File: src/hdl/usbcr_pkg.sv
// Shared types, codes and descriptor tables of the USB control request responder.
package usbcr_pkg;

  // Event codes on the input channel
  localparam logic [1:0] ACT_SETUP = 2'd0;
  localparam logic [1:0] ACT_IN    = 2'd1;
  localparam logic [1:0] ACT_RESET = 2'd2;

  // Result kinds
  localparam logic [1:0] KIND_NONE  = 2'd0;
  localparam logic [1:0] KIND_DATA  = 2'd1;
  localparam logic [1:0] KIND_ACK   = 2'd2;
  localparam logic [1:0] KIND_STALL = 2'd3;

  // Standard request codes
  localparam logic [7:0] REQ_ADDR_ASSIGN = 8'd5;
  localparam logic [7:0] REQ_DESC_FETCH  = 8'd6;
  localparam logic [7:0] REQ_CFG_SELECT  = 8'd9;
  localparam logic [7:0] REQ_ALT_SELECT  = 8'd11;

  // Recipient codes (low five bits of bmRequestType)
  localparam logic [4:0] RCPT_DEVICE    = 5'd0;
  localparam logic [4:0] RCPT_INTERFACE = 5'd1;

  // Interface numbers handled here
  localparam logic [7:0] IFACE_CTRL = 8'd0;
  localparam logic [7:0] IFACE_DATA = 8'd1;

  // Descriptor directory
  localparam int TABLE_SLOTS = 16;

  typedef struct packed {
    logic [15:0] value;
    logic [15:0] index;
    logic [7:0]  start;
    logic [7:0]  length;
  } desc_slot_t;

  localparam desc_slot_t DESC_TABLE [TABLE_SLOTS] = '{
    '{16'h0100, 16'h0000, 8'd0,  8'd18},
    '{16'h0200, 16'h0000, 8'd18, 8'd32},
    '{16'h0300, 16'h0000, 8'd50, 8'd6},
    '{16'h0301, 16'h0409, 8'd56, 8'd22},
    '{16'h0302, 16'h0409, 8'd78, 8'd10},
    '{16'h0303, 16'h0409, 8'd88, 8'd4},
    '{16'h0000, 16'h0000, 8'd0,  8'd0},
    '{16'h0000, 16'h0000, 8'd0,  8'd0},
    '{16'h0000, 16'h0000, 8'd0,  8'd0},
    '{16'h0000, 16'h0000, 8'd0,  8'd0},
    '{16'h0000, 16'h0000, 8'd0,  8'd0},
    '{16'h0000, 16'h0000, 8'd0,  8'd0},
    '{16'h0000, 16'h0000, 8'd0,  8'd0},
    '{16'h0000, 16'h0000, 8'd0,  8'd0},
    '{16'h0000, 16'h0000, 8'd0,  8'd0},
    '{16'h0000, 16'h0000, 8'd0,  8'd0}
  };

  // Descriptor bytes; everything past the last string reads as zero
  localparam int ROM_USED  = 92;
  localparam int ROM_IDX_W = $clog2(ROM_USED);

  localparam logic [7:0] DESC_ROM [ROM_USED] = '{
    // device
    8'd18, 8'd1, 8'h10, 8'h01, 8'd0, 8'd0, 8'd0, 8'd64, 8'h76, 8'h98, 8'h89, 8'h67,
    8'h01, 8'h01, 8'd1, 8'd2, 8'd3, 8'd1,
    // configuration, interface, two endpoints
    8'd9, 8'd2, 8'd32, 8'd0, 8'd1, 8'd1, 8'd0, 8'h80, 8'd25,
    8'd9, 8'd4, 8'd0, 8'd0, 8'd2, 8'hff, 8'd0, 8'd0, 8'd0,
    8'd7, 8'd5, 8'h01, 8'h02, 8'd8, 8'd0, 8'd0,
    8'd7, 8'd5, 8'h82, 8'h02, 8'd8, 8'd0, 8'd10,
    // language list
    8'd6, 8'd3, 8'h09, 8'h04, 8'd0, 8'd0,
    // string 1
    8'd22, 8'd3, 8'h53, 8'd0, 8'h61, 8'd0, 8'h6d, 8'd0, 8'h20, 8'd0, 8'h42, 8'd0,
    8'h61, 8'd0, 8'h7a, 8'd0, 8'h6c, 8'd0, 8'h65, 8'd0, 8'h79, 8'd0,
    // string 2
    8'd10, 8'd3, 8'h4f, 8'd0, 8'h76, 8'd0, 8'h65, 8'd0, 8'h6e, 8'd0,
    // string 3
    8'd4, 8'd3, 8'h31, 8'd0
  };

  // Outcome of a descriptor lookup
  typedef struct packed {
    logic       hit;
    logic [6:0] start;
    logic [7:0] total;
    logic       zlp;
  } desc_hit_t;

endpackage

File: src/hdl/usbcr_in_if.sv
// Event channel of the USB control request responder.
interface usbcr_in_if;
  logic        valid;
  logic        ready;
  logic [1:0]  action;
  logic [7:0]  request_type;
  logic [7:0]  request;
  logic [15:0] setup_value;
  logic [15:0] setup_index;
  logic [15:0] requested_length;

  modport source (
    output valid, action, request_type, request, setup_value, setup_index,
           requested_length,
    input  ready
  );

  modport sink (
    input  valid, action, request_type, request, setup_value, setup_index,
           requested_length,
    output ready
  );
endinterface

File: src/hdl/usbcr_out_if.sv
// Result channel of the USB control request responder.
interface usbcr_out_if;
  logic       valid;
  logic       ready;
  logic [1:0] kind;
  logic [7:0] data_byte;
  logic       last;
  logic [6:0] device_address;
  logic [7:0] selected_config;
  logic [7:0] data_alt_setting;
  logic       data_endpoint_on;

  modport source (
    output valid, kind, data_byte, last, device_address, selected_config,
           data_alt_setting, data_endpoint_on,
    input  ready
  );

  modport sink (
    input  valid, kind, data_byte, last, device_address, selected_config,
           data_alt_setting, data_endpoint_on,
    output ready
  );
endinterface

File: src/hdl/usbcr_desc_lookup.sv
// Descriptor directory lookup: match, length clip and zero-length-packet decision.
module usbcr_desc_lookup #(
  parameter int ROM_ENTRIES = 6,
  parameter int MAX_PACKET  = 64
) (
  input  logic [15:0]          setup_value,
  input  logic [15:0]          setup_index,
  input  logic [15:0]          requested_length,
  output usbcr_pkg::desc_hit_t result
);
  import usbcr_pkg::*;

  localparam int MULTS = 255 / MAX_PACKET;

  logic       found;
  logic [7:0] found_start;
  logic [7:0] found_length;
  logic [7:0] total;
  logic       total_mult;

  // First matching slot wins: scan from the top so lower slots override
  always_comb begin
    found        = 1'b0;
    found_start  = '0;
    found_length = '0;
    for (int i = ROM_ENTRIES - 1; i >= 0; i--) begin
      if (DESC_TABLE[i].length != 8'd0 && DESC_TABLE[i].value == setup_value &&
          DESC_TABLE[i].index == setup_index) begin
        found        = 1'b1;
        found_start  = DESC_TABLE[i].start;
        found_length = DESC_TABLE[i].length;
      end
    end
  end

  // Clip to the host's request
  assign total = ({8'h00, found_length} > requested_length) ? requested_length[7:0]
                                                             : found_length;

  // Multiple of the packet size: compare against each constant multiple
  always_comb begin
    total_mult = (total == 8'd0);
    for (int k = 1; k <= MULTS; k++) begin
      if (total == 8'(k * MAX_PACKET)) total_mult = 1'b1;
    end
  end

  assign result.hit   = found;
  assign result.start = found_start[6:0];
  assign result.total = total;
  assign result.zlp   = ({8'h00, total} < requested_length) && total_mult;

endmodule

File: src/hdl/usb_control_request_responder.sv
// Top level of the USB endpoint-zero control request responder.
//
// Channel req carries one event per transaction: a setup packet, an IN packet
// completion or a bus reset. Channel rsp returns the run of results that the
// event causes: the bytes of one data packet, a zero-length acknowledge, a
// stall, or a single no-response result. The final result of a run has last
// set; every result carries the device address, configuration and interface
// alternate setting as they stand after the event.
// A single-result event goes through state ST_SINGLE into the output register. A
// data run reads the descriptor ROM through a registered port: ST_READ fetches
// the first byte, then in ST_PUSH bytes follow one per cycle while the receiver
// takes them, each next byte fetched as one leaves; a run holds at most
// MAX_PACKET bytes. req.ready rises again once the last result of the run
// sits in the output register, so the next event can enter while it waits.
// A stalled receiver holds the output register and freezes the run.
// Reset (rst, synchronous) clears the address, configuration, alternate
// setting and transfer state; a bus reset event does the same.
module usb_control_request_responder #(
  parameter int MAX_PACKET  = 64,
  parameter int ROM_BYTES   = 128,
  parameter int ROM_ENTRIES = 6
) (
  input logic         clk,
  input logic         rst,
  usbcr_in_if.sink    req,
  usbcr_out_if.source rsp
);
  import usbcr_pkg::*;

  localparam int         CNT_W    = $clog2(MAX_PACKET + 1);
  localparam logic [7:0] MAX_PKT8 = 8'(MAX_PACKET);

  typedef enum logic [3:0] {
    ST_IDLE   = 4'b0001,
    ST_SINGLE = 4'b0010,
    ST_READ   = 4'b0100,
    ST_PUSH   = 4'b1000
  } state_t;

  state_t     state, state_next;

  // Device and transfer state
  logic [6:0] pending_address, pending_address_next;
  logic [6:0] active_address, active_address_next;
  logic [7:0] config_value, config_value_next;
  logic [7:0] alt_setting, alt_setting_next;
  logic [6:0] transfer_start, transfer_start_next;
  logic [7:0] transfer_total, transfer_total_next;
  logic [7:0] transfer_sent, transfer_sent_next;
  logic       transfer_busy, transfer_busy_next;
  logic       zlp_pending, zlp_pending_next;

  // Run of results in progress
  logic [1:0]       single_kind, single_kind_next;
  logic             run_data;
  logic [8:0]       run_pos, run_pos_next;
  logic [CNT_W-1:0] run_left, run_left_next;

  // Output register
  logic       out_valid;
  logic [1:0] out_kind;
  logic [7:0] out_byte;
  logic       out_last;
  logic [6:0] out_address;
  logic [7:0] out_config;
  logic [7:0] out_alt;

  logic       accept;
  logic       slot_free;
  logic       load_single;
  logic       load_data;
  logic       rd_en;
  logic [8:0] rd_addr;
  logic [7:0] rom_q;

  logic [4:0] recipient;
  logic [7:0] chunk_rem;
  logic [7:0] chunk_cnt;
  logic [7:0] sent_plus;
  desc_hit_t  lk;

  assign accept    = req.valid && req.ready;
  assign req.ready = (state == ST_IDLE);
  assign slot_free = !out_valid || rsp.ready;
  assign recipient = req.request_type[4:0];

  usbcr_desc_lookup #(
    .ROM_ENTRIES (ROM_ENTRIES),
    .MAX_PACKET  (MAX_PACKET)
  ) u_lookup (
    .setup_value      (req.setup_value),
    .setup_index      (req.setup_index),
    .requested_length (req.requested_length),
    .result           (lk)
  );

  // Size of the next packet: at most one full packet of what is left
  assign chunk_rem = (req.action == ACT_SETUP) ? lk.total : (transfer_total - transfer_sent);
  assign chunk_cnt = (chunk_rem > MAX_PKT8) ? MAX_PKT8 : chunk_rem;
  assign sent_plus = transfer_sent + chunk_cnt;

  // Event decode: state update and the run that answers it
  always_comb begin
    pending_address_next = pending_address;
    active_address_next  = active_address;
    config_value_next    = config_value;
    alt_setting_next     = alt_setting;
    transfer_start_next  = transfer_start;
    transfer_total_next  = transfer_total;
    transfer_sent_next   = transfer_sent;
    transfer_busy_next   = transfer_busy;
    zlp_pending_next     = zlp_pending;
    single_kind_next     = KIND_NONE;
    run_data             = 1'b0;
    run_pos_next         = run_pos;
    run_left_next        = run_left;
    unique case (req.action)
      ACT_SETUP: begin
        transfer_busy_next = 1'b0;
        zlp_pending_next   = 1'b0;
        single_kind_next   = KIND_ACK;
        priority if (recipient == RCPT_DEVICE) begin
          priority if (req.request == REQ_DESC_FETCH) begin
            if (!lk.hit) begin
              single_kind_next = KIND_STALL;
            end else begin
              transfer_start_next = lk.start;
              transfer_total_next = lk.total;
              transfer_sent_next  = '0;
              if (lk.total != 8'd0) begin
                zlp_pending_next   = lk.zlp;
                transfer_sent_next = chunk_cnt;
                transfer_busy_next = (chunk_cnt < lk.total) || lk.zlp;
                run_data           = 1'b1;
                run_pos_next       = {2'b00, lk.start};
                run_left_next      = chunk_cnt[CNT_W-1:0];
              end
            end
          end else if (req.request == REQ_ADDR_ASSIGN) begin
            pending_address_next = req.setup_value[6:0];
          end else if (req.request == REQ_CFG_SELECT) begin
            config_value_next = req.setup_value[7:0];
          end else begin
          end
        end else if (recipient == RCPT_INTERFACE) begin
          priority if (req.setup_index[7:0] == IFACE_DATA) begin
            if (req.request == REQ_ALT_SELECT) alt_setting_next = req.setup_value[7:0];
          end else if (req.setup_index[7:0] == IFACE_CTRL) begin
          end else begin
            single_kind_next = KIND_NONE;
          end
        end else begin
        end
      end
      ACT_IN: begin
        if (transfer_busy) begin
          priority if (transfer_sent < transfer_total) begin
            transfer_sent_next = sent_plus;
            transfer_busy_next = !((sent_plus >= transfer_total) && !zlp_pending);
            run_data           = 1'b1;
            run_pos_next       = {2'b00, transfer_start} + {1'b0, transfer_sent};
            run_left_next      = chunk_cnt[CNT_W-1:0];
          end else if (zlp_pending) begin
            single_kind_next   = KIND_ACK;
            zlp_pending_next   = 1'b0;
            transfer_busy_next = 1'b0;
          end else begin
            transfer_busy_next = 1'b0;
          end
        end
        if (pending_address != 7'd0) begin
          active_address_next  = pending_address;
          pending_address_next = '0;
        end
      end
      ACT_RESET: begin
        pending_address_next = '0;
        active_address_next  = '0;
        config_value_next    = '0;
        alt_setting_next     = '0;
        transfer_start_next  = '0;
        transfer_total_next  = '0;
        transfer_sent_next   = '0;
        transfer_busy_next   = 1'b0;
        zlp_pending_next     = 1'b0;
      end
      default: begin
      end
    endcase
  end

  // Run sequencer
  assign load_single = (state == ST_SINGLE) && slot_free;
  assign load_data   = (state == ST_PUSH) && slot_free;

  always_comb begin
    state_next = state;
    unique case (state)
      ST_IDLE:   if (accept) state_next = run_data ? ST_READ : ST_SINGLE;
      ST_SINGLE: if (slot_free) state_next = ST_IDLE;
      ST_READ:   state_next = ST_PUSH;
      ST_PUSH:   if (slot_free && run_left == CNT_W'(1)) state_next = ST_IDLE;
      default:   state_next = ST_IDLE;
    endcase
  end

  always_ff @(posedge clk) begin
    if (rst) begin
      state           <= ST_IDLE;
      pending_address <= '0;
      active_address  <= '0;
      config_value    <= '0;
      alt_setting     <= '0;
      transfer_start  <= '0;
      transfer_total  <= '0;
      transfer_sent   <= '0;
      transfer_busy   <= 1'b0;
      zlp_pending     <= 1'b0;
      run_left        <= '0;
    end else begin
      state <= state_next;
      if (accept) begin
        pending_address <= pending_address_next;
        active_address  <= active_address_next;
        config_value    <= config_value_next;
        alt_setting     <= alt_setting_next;
        transfer_start  <= transfer_start_next;
        transfer_total  <= transfer_total_next;
        transfer_sent   <= transfer_sent_next;
        transfer_busy   <= transfer_busy_next;
        zlp_pending     <= zlp_pending_next;
        run_left        <= run_left_next;
      end else if (load_data) begin
        run_left <= run_left - CNT_W'(1);
      end
    end
  end

  always_ff @(posedge clk) begin
    if (accept) begin
      single_kind <= single_kind_next;
      run_pos     <= run_pos_next;
    end else if (load_data) begin
      run_pos <= run_pos + 9'd1;
    end
  end

  // Descriptor ROM, registered read; the next byte is fetched as one leaves
  assign rd_en   = (state == ST_READ) || load_data;
  assign rd_addr = (state == ST_READ) ? run_pos : (run_pos + 9'd1);

  always_ff @(posedge clk) begin
    if (rd_en) begin
      if (rd_addr < 9'(ROM_BYTES) && rd_addr < 9'(ROM_USED)) begin
        rom_q <= DESC_ROM[rd_addr[ROM_IDX_W-1:0]];
      end else begin
        rom_q <= '0;
      end
    end
  end

  // Output register
  always_ff @(posedge clk) begin
    if (rst) begin
      out_valid <= 1'b0;
    end else if (load_single || load_data) begin
      out_valid <= 1'b1;
    end else if (rsp.ready) begin
      out_valid <= 1'b0;
    end
  end

  always_ff @(posedge clk) begin
    if (load_single || load_data) begin
      out_kind    <= load_data ? KIND_DATA : single_kind;
      out_byte    <= load_data ? rom_q : 8'h00;
      out_last    <= load_single || (run_left == CNT_W'(1));
      out_address <= active_address;
      out_config  <= config_value;
      out_alt     <= alt_setting;
    end
  end

  assign rsp.valid            = out_valid;
  assign rsp.kind             = out_kind;
  assign rsp.data_byte        = out_byte;
  assign rsp.last             = out_last;
  assign rsp.device_address   = out_address;
  assign rsp.selected_config  = out_config;
  assign rsp.data_alt_setting = out_alt;
  assign rsp.data_endpoint_on = (out_alt != 8'h00);

`ifndef SYNTHESIS
  // A packet run never starts or continues with nothing left to send
  a_push_has_bytes: assert property (@(posedge clk) disable iff (rst)
    (state == ST_PUSH || state == ST_READ) |-> (run_left != '0))
    else $error("data run with zero bytes left");

  // Transfer bookkeeping stays consistent
  a_sent_le_total: assert property (@(posedge clk) disable iff (rst)
    transfer_sent <= transfer_total)
    else $error("transfer_sent beyond transfer_total");

  a_busy_nonempty: assert property (@(posedge clk) disable iff (rst)
    transfer_busy |-> (transfer_total != 8'd0))
    else $error("busy transfer with zero length");

  // Every accepted event starts a run
  a_accept_starts_run: assert property (@(posedge clk) disable iff (rst)
    (req.valid && req.ready) |=> (state != ST_IDLE))
    else $error("accepted transaction produced no run");
`endif

endmodule

File: src/flat_wrapper.sv
// flat-port wrapper written by rule: the top's interface ports become plain ports
module usb_control_request_responder_flat import usbcr_pkg::*;
#(
  parameter int MAX_PACKET  = 64,
  parameter int ROM_BYTES   = 128,
  parameter int ROM_ENTRIES = 6
)
  (clk, rst, req_valid, req_action, req_request_type, req_request, req_setup_value, req_setup_index, req_requested_length, req_ready, rsp_valid, rsp_kind, rsp_data_byte, rsp_last, rsp_device_address, rsp_selected_config, rsp_data_alt_setting, rsp_data_endpoint_on, rsp_ready);
  usbcr_in_if req_i ();
  usbcr_out_if rsp_i ();
  input logic clk;
  input logic rst;
  input wire logic [$bits(req_i.valid)-1:0] req_valid;
  input wire logic [$bits(req_i.action)-1:0] req_action;
  input wire logic [$bits(req_i.request_type)-1:0] req_request_type;
  input wire logic [$bits(req_i.request)-1:0] req_request;
  input wire logic [$bits(req_i.setup_value)-1:0] req_setup_value;
  input wire logic [$bits(req_i.setup_index)-1:0] req_setup_index;
  input wire logic [$bits(req_i.requested_length)-1:0] req_requested_length;
  output wire logic [$bits(req_i.ready)-1:0] req_ready;
  output wire logic [$bits(rsp_i.valid)-1:0] rsp_valid;
  output wire logic [$bits(rsp_i.kind)-1:0] rsp_kind;
  output wire logic [$bits(rsp_i.data_byte)-1:0] rsp_data_byte;
  output wire logic [$bits(rsp_i.last)-1:0] rsp_last;
  output wire logic [$bits(rsp_i.device_address)-1:0] rsp_device_address;
  output wire logic [$bits(rsp_i.selected_config)-1:0] rsp_selected_config;
  output wire logic [$bits(rsp_i.data_alt_setting)-1:0] rsp_data_alt_setting;
  output wire logic [$bits(rsp_i.data_endpoint_on)-1:0] rsp_data_endpoint_on;
  input wire logic [$bits(rsp_i.ready)-1:0] rsp_ready;
  assign req_i.valid = req_valid;
  assign req_i.action = req_action;
  assign req_i.request_type = req_request_type;
  assign req_i.request = req_request;
  assign req_i.setup_value = req_setup_value;
  assign req_i.setup_index = req_setup_index;
  assign req_i.requested_length = req_requested_length;
  assign req_ready = req_i.ready;
  assign rsp_valid = rsp_i.valid;
  assign rsp_kind = rsp_i.kind;
  assign rsp_data_byte = rsp_i.data_byte;
  assign rsp_last = rsp_i.last;
  assign rsp_device_address = rsp_i.device_address;
  assign rsp_selected_config = rsp_i.selected_config;
  assign rsp_data_alt_setting = rsp_i.data_alt_setting;
  assign rsp_data_endpoint_on = rsp_i.data_endpoint_on;
  assign rsp_i.ready = rsp_ready;
  usb_control_request_responder #(.MAX_PACKET(MAX_PACKET), .ROM_BYTES(ROM_BYTES), .ROM_ENTRIES(ROM_ENTRIES)) u_core (.clk(clk), .rst(rst), .req(req_i), .rsp(rsp_i));
endmodule
File: config.mk
export PLATFORM = sky130hd
export DESIGN_NAME = usb_control_request_responder_flat
export DESIGN_NICKNAME = d
export VERILOG_FILES = /design/src/hdl/usbcr_pkg.sv /design/src/hdl/usbcr_in_if.sv /design/src/hdl/usbcr_out_if.sv /design/src/hdl/usbcr_desc_lookup.sv /design/src/hdl/usb_control_request_responder.sv /design/src/flat_wrapper.sv
export SDC_FILE = /design/constraint.sdc
export NUM_CORES = 1
export LEC_CHECK = 0
export ABC_AREA = 1
export BUFFER_PORTS_ARGS = -buffer_cell sky130_fd_sc_hd__buf_2
export CAP_MARGIN = 20
export CELL_PAD_IN_SITES_DETAIL_PLACEMENT = 0
export CELL_PAD_IN_SITES_GLOBAL_PLACEMENT = 1
export CORE_ASPECT_RATIO = 0.9
export CORE_MARGIN = 2
export CORE_UTILIZATION = 43
export CTS_CLUSTER_SIZE = 28
export DETAILED_ROUTE_END_ITERATION = 8
export GPL_TIMING_DRIVEN = 1
export HOLD_SLACK_MARGIN = 0.02
export PLACE_DENSITY_LB_ADDON = 0.1
export SLEW_MARGIN = 10
export SYNTH_ARGS = -nofsm -noshare
export SYNTH_HDL_FRONTEND = slang
export SYNTH_SLANG_ARGS = --single-unit
File: constraint.sdc
create_clock -name clk -period 6.25 [get_ports clk]
set_clock_uncertainty 0.2 [all_clocks]
set_input_delay 0.3125 -clock clk [delete_from_list [all_inputs] [get_ports clk]]
set_output_delay 0.3125 -clock clk [all_outputs]
set_load 0.03 [all_outputs]
Word-level counts from Yosys, hierarchy flattened
Memory sizes are Yosys's and may differ from the RTL's. A register that Yosys moved wholly into a read port is not among the register bits.
Cells that the tools add are included.
{"block": "classes", "add_sub_neg": 5, "n_bitwise": 1, "mux": 113, "order_cmp": 8, "reduce_logical": 45, "n_eq_ne": 48}
{"operator": "$mux 8", "n": 23}
{"operator": "$mux 7", "n": 22}
{"operator": "$mux 9", "n": 9}
{"operator": "$eq 10x16->1 const A", "n": 5}
{"operator": "$pmux 8 s2", "n": 3}
{"operator": "$pmux 7 s2", "n": 3}
{"operator": "$mux 1", "n": 30}
{"operator": "$ne 2x2->1 const B", "n": 14}
{"operator": "$pmux 8 s3", "n": 1}
{"operator": "$pmux 7 s3", "n": 1}
{"operator": "$ne 3x3->1 const B", "n": 6}
{"operator": "$pmux 9 s2", "n": 1}
{"operator": "$reduce_and 6->1", "n": 3}
{"operator": "$eq 11x16->1 const A", "n": 1}
{"operator": "$eq 8x3->1 const B", "n": 2}
{"operator": "$eq 8x4->1 const B", "n": 2}
{"operator": "$eq 8x8->1 const B", "n": 2}
{"operator": "$eq 9x16->1 const A", "n": 1}
{"operator": "$gt 8x16->1", "n": 1}
{"operator": "$logic_not 16->1", "n": 1}
{"operator": "$logic_not 8->1", "n": 2}
{"operator": "$lt 8x16->1", "n": 1}
{"operator": "$lt 8x8->1", "n": 2}
{"operator": "$mux 2", "n": 8}
{"operator": "other kinds (44)", "n": 76}
{"block": "word_totals", "output_inout_bits": 37, "n_memories": 1, "word_cells": 241, "reg_bits": 112, "input_bits": 70, "mem_bits_ro": 1024}
{"memory": "(no name shown)", "words": 128, "word_bits": 8, "rd": 1, "rd_ports_with_merged_regs": 1, "wr": 0, "line_no": "usb_control_request_responder.sv:255", "text": "rom_q <= DESC_ROM[rd_addr[ROM_IDX_W-1:0]];"}

Longest topological paths before layout
Gate-level depths: netlist of run 1.
{"block": "depth", "ltp_word": 21, "depth_mapped": 41}

Cells and area by module
From an unflattened synthesis of run 1, not the netlist that was laid out.
{"block": "unflattened", "hier_cells": 1182, "hier_area_um2": 8590.7}
{"module": "usb_control_request_responder", "instances": 1, "seq_area_each_um2": 2932.8, "cells_per_inst": 1008, "area_per_inst_um2": 7716.2}
{"module": "usbcr_desc_lookup", "instances": 1, "seq_area_each_um2": 0.0, "cells_per_inst": 174, "area_per_inst_um2": 874.6}

Worst setup path before layout of run 1
OpenSTA, ideal clock, no wires.
{"block": "synth_timing", "path_kind": "input to register", "start": "input req_setup_index[7]", "end": "register u_core.transfer_busy", "arrival_ns": 4.241, "setup_ns": 0.124, "path_stages": 38, "slack_ns": 1.684, "path_cell_list": "nor2_1 nand2_1 nor2_4 nand2_1 inv_2 nand2_2 inv_1 ha_1 nand2_1 nor2_1 nand2_1 nand2_1 nor2_2 nand2_4 buf_8 o21ai_2 nand2_1 nand2_1 (+2 left out) nand3_2 nand2_4 nand2_1 inv_1 ha_1 a21oi_1 nand2_2 xor2_2 ha_1 inv_1 o21bai_1 a21oi_1 o21bai_1 a21oi_1 nor2_1 nor2_1 o2111ai_1 a31oi_1"}
{"block": "synth_via", "elab_chain_cells": 21}
{"item": "from (decl)", "line_no": "flat_wrapper.sv:18", "text": "input wire logic [$bits(req_i.setup_index)-1:0] req_setup_index;"}
{"item": "parallel branches: the longest is 20 deep, another holds $gt 8x16->1"}
{"item": "$pmux 1 s3 (*)", "line_no": "usb_control_request_responder.sv:117", "text": "unique case (req.action)"}
{"item": "to (signal assigned)", "line_no": "usb_control_request_responder.sv:230", "text": "transfer_busy <= transfer_busy_next;"}
{"item": "to (decl)", "line_no": "usb_control_request_responder.sv:50", "text": "logic transfer_busy, transfer_busy_next;"}
Every way passes the cells marked *.
A chain may end at the register's enable or synchronous reset.

Final worst setup path of run 1
{"block": "layout_timing", "start": "input req_setup_value[7]", "end": "register u_core.transfer_busy"}
{"block": "layout_via", "elab_chain_cells": 21}
{"item": "from (decl)", "line_no": "flat_wrapper.sv:17", "text": "input wire logic [$bits(req_i.setup_value)-1:0] req_setup_value;"}
{"item": "parallel branches: the longest is 20 deep, another holds $gt 8x16->1"}
{"item": "$pmux 1 s3 (*)", "line_no": "usb_control_request_responder.sv:117"}
Marks and branches as above.

==> flow_metrics.py, run 1 <==
metrics = {
    "worst_setup_path": {
        "cp.arrival_ps": 5360,
        "crit_path_end_kind": "flip-flop",
        "worstSetupStartpointType": "primary input",
        "max_stage_delay_ps": 280,
        "crit_slowest_cell": "ha_1",
        "required_ps": 6400,
        "path_class": "in2reg",
        "worst-path-max-fanout": 15,
        "path_common_cell": "nand2_1",
    },
    "detailed_routing": {
        "wl_mm": 21.60,
        "drtAntennaViolNets": 0,
        "num_vias": 7542,
        "first_iter_violations": 444,
        "vias_per_cell": 5.035,
        "dr.pass1.iters": 5,
        "wl_per_cell_um": 14.42,
        "drc": 0,
    },
    "global_routing": {
        "antenna_found_initial": 0,
        "grt-ovfl-total": 0,
        "grt_pass1_wl_mm": 35.51,
        "grt_pass1_vias": 7079,
        "track_usage": 0.2204,
        "grt_max_degree": 39,
    },
    "sta": {
        "setup_tns_ps": 0,
        "rsz0062_at_grt": "false",
        "slew_viol_final": 0,
        "fmax_ghz": 0.1920,
        "min_period_ps": 5208,
        "worstMarginPinSlew_ps": 1070,
        "setup_violations": 0,
        "fin_crit_sh": 0.8333,
        "timing.final.hold_violations": 0,
        "slew_headroom": 0.2859,
    },
    "cells_and_area": {
        "drive_above_1_share": 0.1779,
        "n_antenna_cell": 0,
        "area_growth_pct": 16.17,
        "nets": 1359,
        "layout.cells.non_filler": 1498,
        "nFillCells": 1947,
    },
    "floorplanning": {
        "core.rowCount": 48,
        "die_width_um": 150.3,
        "initial_core_util": 0.4348,
        "io_pins": 107,
        "die-area_um2": 20380,
        "die_y_um": 135.6,
        "fp.coreArea_um2": 19040,
    },
    "placed_design": {
        "placedCellCount": 1466,
        "numPortBuffers": 103,
        "place.detailed.hpwl_mm": 16.73,
        "place_congestion": 0.8720,
    },
    "power": {
        "powerDensity_nw_per_um2": 227.3,
        "p_total_uw": 2186,
        "leakagePower_uw": 0.004357,
        "ir_drop_v": 0.0001873,
    },
    "yosys": {
        "dominantRegCellSynth": "dfxtp_1",
        "syn_inst": 1136,
        "yosys_warnings": 0,
        "synth_edf_count": 53,
        "syn_area_um2": 8278,
        "synth.top_cell.area_share": 0.1923,
        "synth.area.top_cells": "edfxtp_1 (19%), dfxtp_1 (16%), nand2_1 (8.6%)",
        "ys_ff_latch": 119,
        "synth.largest_area_cell": "edfxtp_1",
        "syn_avg_cell_area_um2": 7.287,
        "ys_seq_area_frac": 0.3519,
        "synth_cell_types": 62,
        "async_reset_ff_frac": 0,
    },
    "clocking": {
        "cts_max_level": 4,
        "clk_pin_slew_worst_paths_ps": 80,
        "numCtsBuffers": 17,
        "cts.path.max_buffers": 2,
        "ctsRootBufferMaster": "clkbuf_16",
        "clkLatencyLatePin_ps": 420,
        "clkSinkCount": 119,
        "cts_setup_buffers": 0,
        "cts_hold_buf": 0,
        "ctsResizeCount": 0,
        "cts_tree": "yes",
    },
    "status": {
        "outcome": "finished clean",
    },
    "min_path": {
        "hold_class": "in2reg",
    },
    "flow_run": {
        "maxCapViolCount": 0,
    },
}
Yosys cell counts, types with 9 or more instances:
library cell and number:
dfxtp_1 66, nor4_1 11, clkbuf_1 21, nand2_1 190, nand4_1 24, nor2_1 160
edfxtp_1 53, a21oi_1 68, nand3_1 42, o21ai_1 10, o21ai_0 73, nor3_1 11
inv_2 10, inv_1 180, xor2_1 9, ha_1 52, a31oi_1 13, a211oi_1 11
nand2_2 19
cell usage in the layout, fill, tap and decap left out, types with 13 or more instances in the layout:
cell type	instances
nand4_1	24
clkbuf_16	17
a31oi_1	13
dfxtp_1	66
nor2_1	160
nand3_1	42
a21oi_1	68
inv_1	180
o21ai_0	73
ha_1	52
edfxtp_1	53
nand2_2	19
buf_2	103
nand2_1	190
critical path: cells and delay by family:
kind | cells | cell delay (ps)
XOR/XNOR | 1 | 200
AO/OA/AOI/OAI | 7 | 910
buffers and inverters | 6 | 670
AND/OR/NAND/NOR | 23 | 2410
adder cells (fa/ha/maj) | 3 | 810
layout make-up:
class	count	area (um2)	area share
well taps	250	312.8	0.03253
multi-input cells	798	4517	0.4697
clock inverters	15	178.9	0.01861
flip-flops and latches	119	2913	0.3029
clock buffers	17	425.4	0.04424
repair buffers	108	553.0	0.05751
inverters	191	716.9	0.07455
power by group:
group          leakage [uW]  switching [uW]  internal (uW)  total, uW
clock              0.000295             445            541        986
combinational       0.00304             231            117        348
sequential          0.00102            15.0            837        852
path summary, 6_finish.rpt:
check,depth (start not counted),endpoint,slack [ps],start
min reg2reg,0,u_core.rsp.selected_config[7]$_DFFE_PP_,230,u_core.config_value[7]$_SDFFE_PP0P_
max,40,u_core.transfer_busy$_SDFFE_PP0P_,1040,req_setup_value[7]
max reg2reg,29,u_core.transfer_busy$_SDFFE_PP0P_,1500,u_core.transfer_sent[0]$_SDFFE_PP0P_
min,3,u_core.pending_address[3]$_SDFFE_PP0P_,30,req_setup_value[3]
per-layer routing:
metal / track usage / wire length (um)
met2: 0.3633 / 9782
met3: 0.02626 / 919
met4: 0.05398 / 216
met5: 0 / 0
met1: 0.3085 / 10690
through the flow:
stage | util | cell area (um2) | setup WS, ps | hold slack [ps]
final | 0.5051 | 9617 | 1042 | 32.73
after global routing | 0.5051 | 9617 | 578.5 | 55.08
after global placement | 0.4734 | 9012 | 612.7 | 212.8
after CTS | 0.5051 | 9617 | 1027 | 26.97
after detailed placement | 0.4734 | 9012 | 608.4 | 215.3
after floorplan | - | 8282 | 1684 | 208.6
sequential cells by signal (all words and copies together) (netlist names):
register / cells
u_core.rsp.last: 1
u_core.alt_setting: 8
u_core.rsp.data_byte: 8
u_core.rsp.data_alt_setting: 8
u_core.rsp.valid: 1
u_core.rsp.kind: 2
u_core.config_value: 8
u_core.pending_address: 7
u_core.rsp.selected_config: 8
u_core.run_left: 7
u_core.active_address: 7
u_core.transfer_busy: 1
u_core.transfer_sent: 8
u_core.transfer_start: 6
u_core.zlp_pending: 1
u_core.single_kind: 2
u_core.state: 4
u_core.rsp.device_address: 7
u_core.transfer_total: 8
u_core.rom_q: 8
u_core.run_pos: 9
cell families (layout without fill, tap and decap cells):
kind of cell / Yosys count / count (layout) / synth area share
flops: 119 / 119 / 0.3519
simple gates: 503 / 503 / 0.2831
fa+ha+maj: 54 / 54 / 0.08343
xor+xnor: 12 / 12 / 0.01451
compound gates: 226 / 226 / 0.1632
other cells: 2 / 3 / 0.0009072
buf+inv: 220 / 331 / 0.1029
No activity file was read; power rests on OpenSTA's default activity.
==> run 2, diff against run 1 <==
Clock period 6.25 ns to 5.45 ns, I/O delays scaled along.
==> flow_metrics.py, run 2 (synthesis results as in run 1) <==
metrics = {
    "sta": {
        "setup_tns_ps": 0,
        "worstMarginPinSlew_ps": 1015,
        "fmax_ghz": 0.1966,
        "slew_viol_final": 0,
        "timing.final.hold_violations": 0,
        "setup_violations": 0,
        "min_period_ps": 5086,
        "fin_crit_sh": 0.9331,
        "slew_headroom": 0.3227,
    },
    "worst_setup_path": {
        "crit_path_end_kind": "flip-flop",
        "worst-path-max-fanout": 7,
        "crit_slowest_cell": "dlygate4sd3_1",
        "required_ps": 5600,
        "max_stage_delay_ps": 540,
        "cp.arrival_ps": 5230,
        "worstSetupStartpointType": "primary input",
        "path_class": "in2reg",
        "path_common_cell": "nand2_1",
    },
    "power": {
        "ir_drop_v": 0.0002017,
        "p_total_uw": 2503,
        "leakagePower_uw": 0.004535,
        "powerDensity_nw_per_um2": 250.0,
    },
    "detailed_routing": {
        "drc": 0,
        "num_vias": 7745,
        "wl_mm": 22.05,
        "drtAntennaViolNets": 0,
        "first_iter_violations": 451,
        "vias_per_cell": 5.049,
        "wl_per_cell_um": 14.37,
        "dr.pass1.iters": 5,
    },
    "clocking": {
        "clkLatencyLatePin_ps": 420,
        "cts_max_level": 4,
        "cts_tree": "yes",
        "clkSinkCount": 119,
        "ctsRootBufferMaster": "clkbuf_16",
        "numCtsBuffers": 17,
        "cts.path.max_buffers": 2,
        "clk_pin_slew_worst_paths_ps": 70,
    },
    "cells_and_area": {
        "nets": 1395,
        "n_antenna_cell": 0,
        "largest-register": "u_core.run_pos",
        "layout_commonest_cell": "nand2_1",
        "nFillCells": 1881,
        "area_growth_pct": 20.93,
        "final_cell_mix": "nand2_1 (185), inv_1 (176), nor2_1 (155)",
        "drive_above_1_share": 0.2126,
        "stdcell_area_um2": 10010,
        "largest_reg_flops": 9,
    },
    "global_routing": {
        "grt_pass1_wl_mm": 35.69,
        "track_usage": 0.2216,
        "grt_pass1_vias": 7160,
        "grt_max_degree": 39,
        "antenna_found_initial": 0,
        "grt-ovfl-total": 0,
    },
    "floorplanning": {
        "fp.coreArea_um2": 19040,
        "io_pins": 107,
        "core.rowCount": 48,
        "die-area_um2": 20380,
        "initial_core_util": 0.4348,
        "die_y_um": 135.6,
        "die_width_um": 150.3,
    },
    "min_path": {
        "hold_class": "in2reg",
    },
    "placed_design": {
        "numPortBuffers": 103,
        "dpl_cell_area_um2": 9133,
        "place_congestion": 0.8650,
        "place.detailed.hpwl_mm": 16.86,
    },
    "flow_run": {
        "maxCapViolCount": 0,
    },
    "status": {
        "outcome": "finished clean",
    },
}
[run 2: cell types whose count changed in the layout (fill, tap and decap cells not counted), moves of 5 or more]
| cell | change |
|---|---|
| buf_4 | +32 |
| dlygate4sd3_1 | +8 |
| buf_2 | -5 |
| clkinv_8 | -5 |
| nand2_1 | -5 |
| nor2_1 | -5 |
| nor2_4 | +5 |
[run 2: layout make-up]
type	instances	area, um2	area share
clock inverter	15	146.4	0.01462
sequential	119	2913	0.2910
clock buffer	17	425.4	0.04249
timing repair buffer	143	848.3	0.08474
inverter	191	716.9	0.07162
multi-input combinational	799	4648	0.4643
tap	250	312.8	0.03125
[run 2: critical path, delay by kind of cell]
kind,cells,cell delay (ps)
fa+ha+maj,3,730
compound gates,7,870
buf+inv,6,1040
simple gates,26,2300
[run 2: what timing repair did]
| item | 4_1_cts | 5_1_grt |
|---|---|---|
| setup buffers | 0 | 15 |
| gates resized for setup | 0 | 31 |
| hold buffers | 8 | 0 |
| endpoints found under the hold margin | 8 | 0 |
| endpoints found under the setup margin | 0 | 1 |
[run 2: path summary, 6_finish.rpt]
kind | start | endpoint | slack [ps] | cells past startpoint
max | req_setup_value[6] | u_core.transfer_busy$_SDFFE_PP0P_ | 360 | 42
min | req_setup_value[2] | u_core.pending_address[2]$_SDFFE_PP0P_ | 20 | 3
max reg2reg | u_core.transfer_sent[0]$_SDFFE_PP0P_ | u_core.transfer_busy$_SDFFE_PP0P_ | 810 | 32
min reg2reg | u_core.alt_setting[7]$_SDFFE_PP0P_ | u_core.rsp.data_alt_setting[7]$_DFFE_PP_ | 230 | 0
[run 2: routing by layer]
| layer | part of all wire | track usage |
|---|---|---|
| met5 | 0 | 0 |
| met4 | 0.015 | 0.06394 |
| met3 | 0.044 | 0.02997 |
| met2 | 0.46 | 0.3595 |
| met1 | 0.48 | 0.3086 |
[run 2: power breakdown]
part | internal (uW) | switching, uW | total (uW) | leakage (uW)
Combinational | 160 | 274 | 434 | 0.00323
Sequential | 960 | 17.7 | 977 | 0.00102
Clock | 611 | 481 | 1090 | 0.000279
[run 2: through the flow]
step	utilization	hold WS, ps	setup slack (ps)	cells
6_report	0.5258	23.89	364.4	1534
5_1_grt	0.5258	34.34	-35.12	1534
4_1_cts	0.5139	22.04	15.48	1522
2_1_floorplan	-	208.6	924.5	1137
3_3_place_gp	0.4797	212.5	171.9	1482
3_5_place_dp	0.4797	217.2	118.0	1482
==> run 3, diff against run 2 <==
Settings changed: CAP_MARGIN 20 to 10, MAX_ROUTING_LAYER from default to met4, SKIP_CTS_REPAIR_TIMING from default to 1.
==> flow_metrics.py, run 3 (synthesis results as in run 1) <==
metrics = {
    "worst_setup_path": {
        "worstSetupStartpointType": "primary input",
        "crit_slowest_cell": "ha_1",
        "cp.arrival_ps": 4960,
        "path_common_cell": "nand2_1",
        "max_stage_delay_ps": 280,
        "path_class": "in2reg",
        "worst-path-max-fanout": 15,
        "crit_path_end_kind": "flip-flop",
        "required_ps": 5560,
    },
    "sta": {
        "slew_viol_final": 0,
        "min_period_ps": 4852,
        "timing.final.hold_violations": 0,
        "worstMarginPinSlew_ps": 1024,
        "setup_violations": 0,
        "finalWorstSetupSlack_ps": 598.0,
        "fmax_ghz": 0.2061,
        "rsz0062_at_grt": "false",
        "slew_headroom": 0.3168,
        "fin_crit_sh": 0.8903,
        "setup_tns_ps": 0,
    },
    "clocking": {
        "cts.path.max_buffers": 2,
        "cts_max_level": 4,
        "cts_tree": "yes",
        "clkSinkCount": 119,
        "ctsRootBufferMaster": "clkbuf_16",
        "clk_pin_slew_worst_paths_ps": 70,
        "clkLatencyLatePin_ps": 420,
        "numCtsBuffers": 17,
    },
    "detailed_routing": {
        "vias_per_cell": 5.020,
        "dr.pass1.iters": 5,
        "drc": 0,
        "num_vias": 7616,
        "first_iter_violations": 387,
        "drtAntennaViolNets": 0,
        "wl_per_cell_um": 14.19,
        "wl_mm": 21.52,
    },
    "placed_design": {
        "place.detailed.hpwl_mm": 16.92,
        "place_congestion": 0.8863,
        "placedCellCount": 1482,
        "numPortBuffers": 103,
        "dp_slack_ps": 153.3,
    },
    "cells_and_area": {
        "multi_input_area_um2": 4517,
        "n_antenna_cell": 0,
        "area_growth_pct": 17.70,
        "layout.cells.non_filler": 1517,
        "drive_above_1_share": 0.1878,
        "nFillCells": 1954,
        "largest-register": "u_core.run_pos",
        "seqCellArea_um2": 2913,
        "largest_reg_flops": 9,
        "final_cell_mix": "nand2_1 (190), inv_1 (180), nor2_1 (160)",
        "nets": 1378,
        "layout_commonest_cell": "nand2_1",
    },
    "global_routing": {
        "track_usage": 0.2267,
        "grt_pass1_wl_mm": 35.29,
        "antenna_found_initial": 0,
        "grt_max_degree": 39,
        "grt-ovfl-total": 0,
        "grt_pass1_vias": 7039,
    },
    "floorplanning": {
        "fp.coreArea_um2": 19040,
        "io_pins": 107,
        "die-area_um2": 20380,
        "core.rowCount": 48,
        "initial_core_util": 0.4348,
        "die_y_um": 135.6,
        "die_width_um": 150.3,
    },
    "status": {
        "outcome": "finished clean",
    },
    "min_path": {
        "hold_class": "in2reg",
    },
    "power": {
        "leakagePower_uw": 0.004442,
        "powerDensity_nw_per_um2": 257.2,
        "ir_drop_v": 0.0002223,
    },
    "flow_run": {
        "maxCapViolCount": 0,
    },
}
## run 3: layout make-up
cell class | count | share of cell area
Multi-Input combinational cell | 798 | 0.4636
Clock buffer | 17 | 0.04366
Clock inverter | 15 | 0.01592
Timing Repair Buffer | 127 | 0.07217
Tap cell | 250 | 0.03210
Sequential cell | 119 | 0.2990
Inverter | 191 | 0.07358
## run 3: stage by stage
step,total power (uW),utilization,area [um2],hold WS [ps]
final,2506,0.5118,9743,6.425
after global routing,2613,0.5118,9743,23.24
after CTS,2519,0.5102,9713,-8.874
after detailed placement,1414,0.4797,9133,215.5
after global placement,1413,0.4797,9133,213.5
after floorplan,1274,-,8282,208.6
## run 3: worst max-delay path: cells and delay by family
| family | cells | cell delay, ps |
|---|---|---|
| AO/OA/AOI/OAI | 7 | 890 |
| XOR/XNOR | 1 | 200 |
| adder cells (fa/ha/maj) | 3 | 800 |
| buffers and inverters | 7 | 670 |
| AND/OR/NAND/NOR | 23 | 2120 |
## run 3: power by group
part	total, uW	switching [uW]	internal, uW
Clock	1110	462	647
Sequential	977	16.8	960
Combinational	421	267	154
Total	2510	746	1760
## run 3: worst paths after layout
check	from	endpoint	slack, ps	depth (start not counted)
min	req_setup_value[5]	u_core.pending_address[5]$_SDFFE_PP0P_	6	3
max reg2reg	u_core.transfer_sent[0]$_SDFFE_PP0P_	u_core.transfer_busy$_SDFFE_PP0P_	830	32
max	req_setup_value[4]	u_core.transfer_busy$_SDFFE_PP0P_	600	41
min reg2reg	u_core.alt_setting[3]$_SDFFE_PP0P_	u_core.rsp.data_alt_setting[3]$_DFFE_PP_	220	0
## run 3: layer usage
layer	GRT usage	share of wire	vias up
met5	-	0	-
met4	0.06184	0.015	0
met3	0.03165	0.041	26
met2	0.3610	0.45	181
met1	0.3033	0.49	3392
li1	-	-	4017
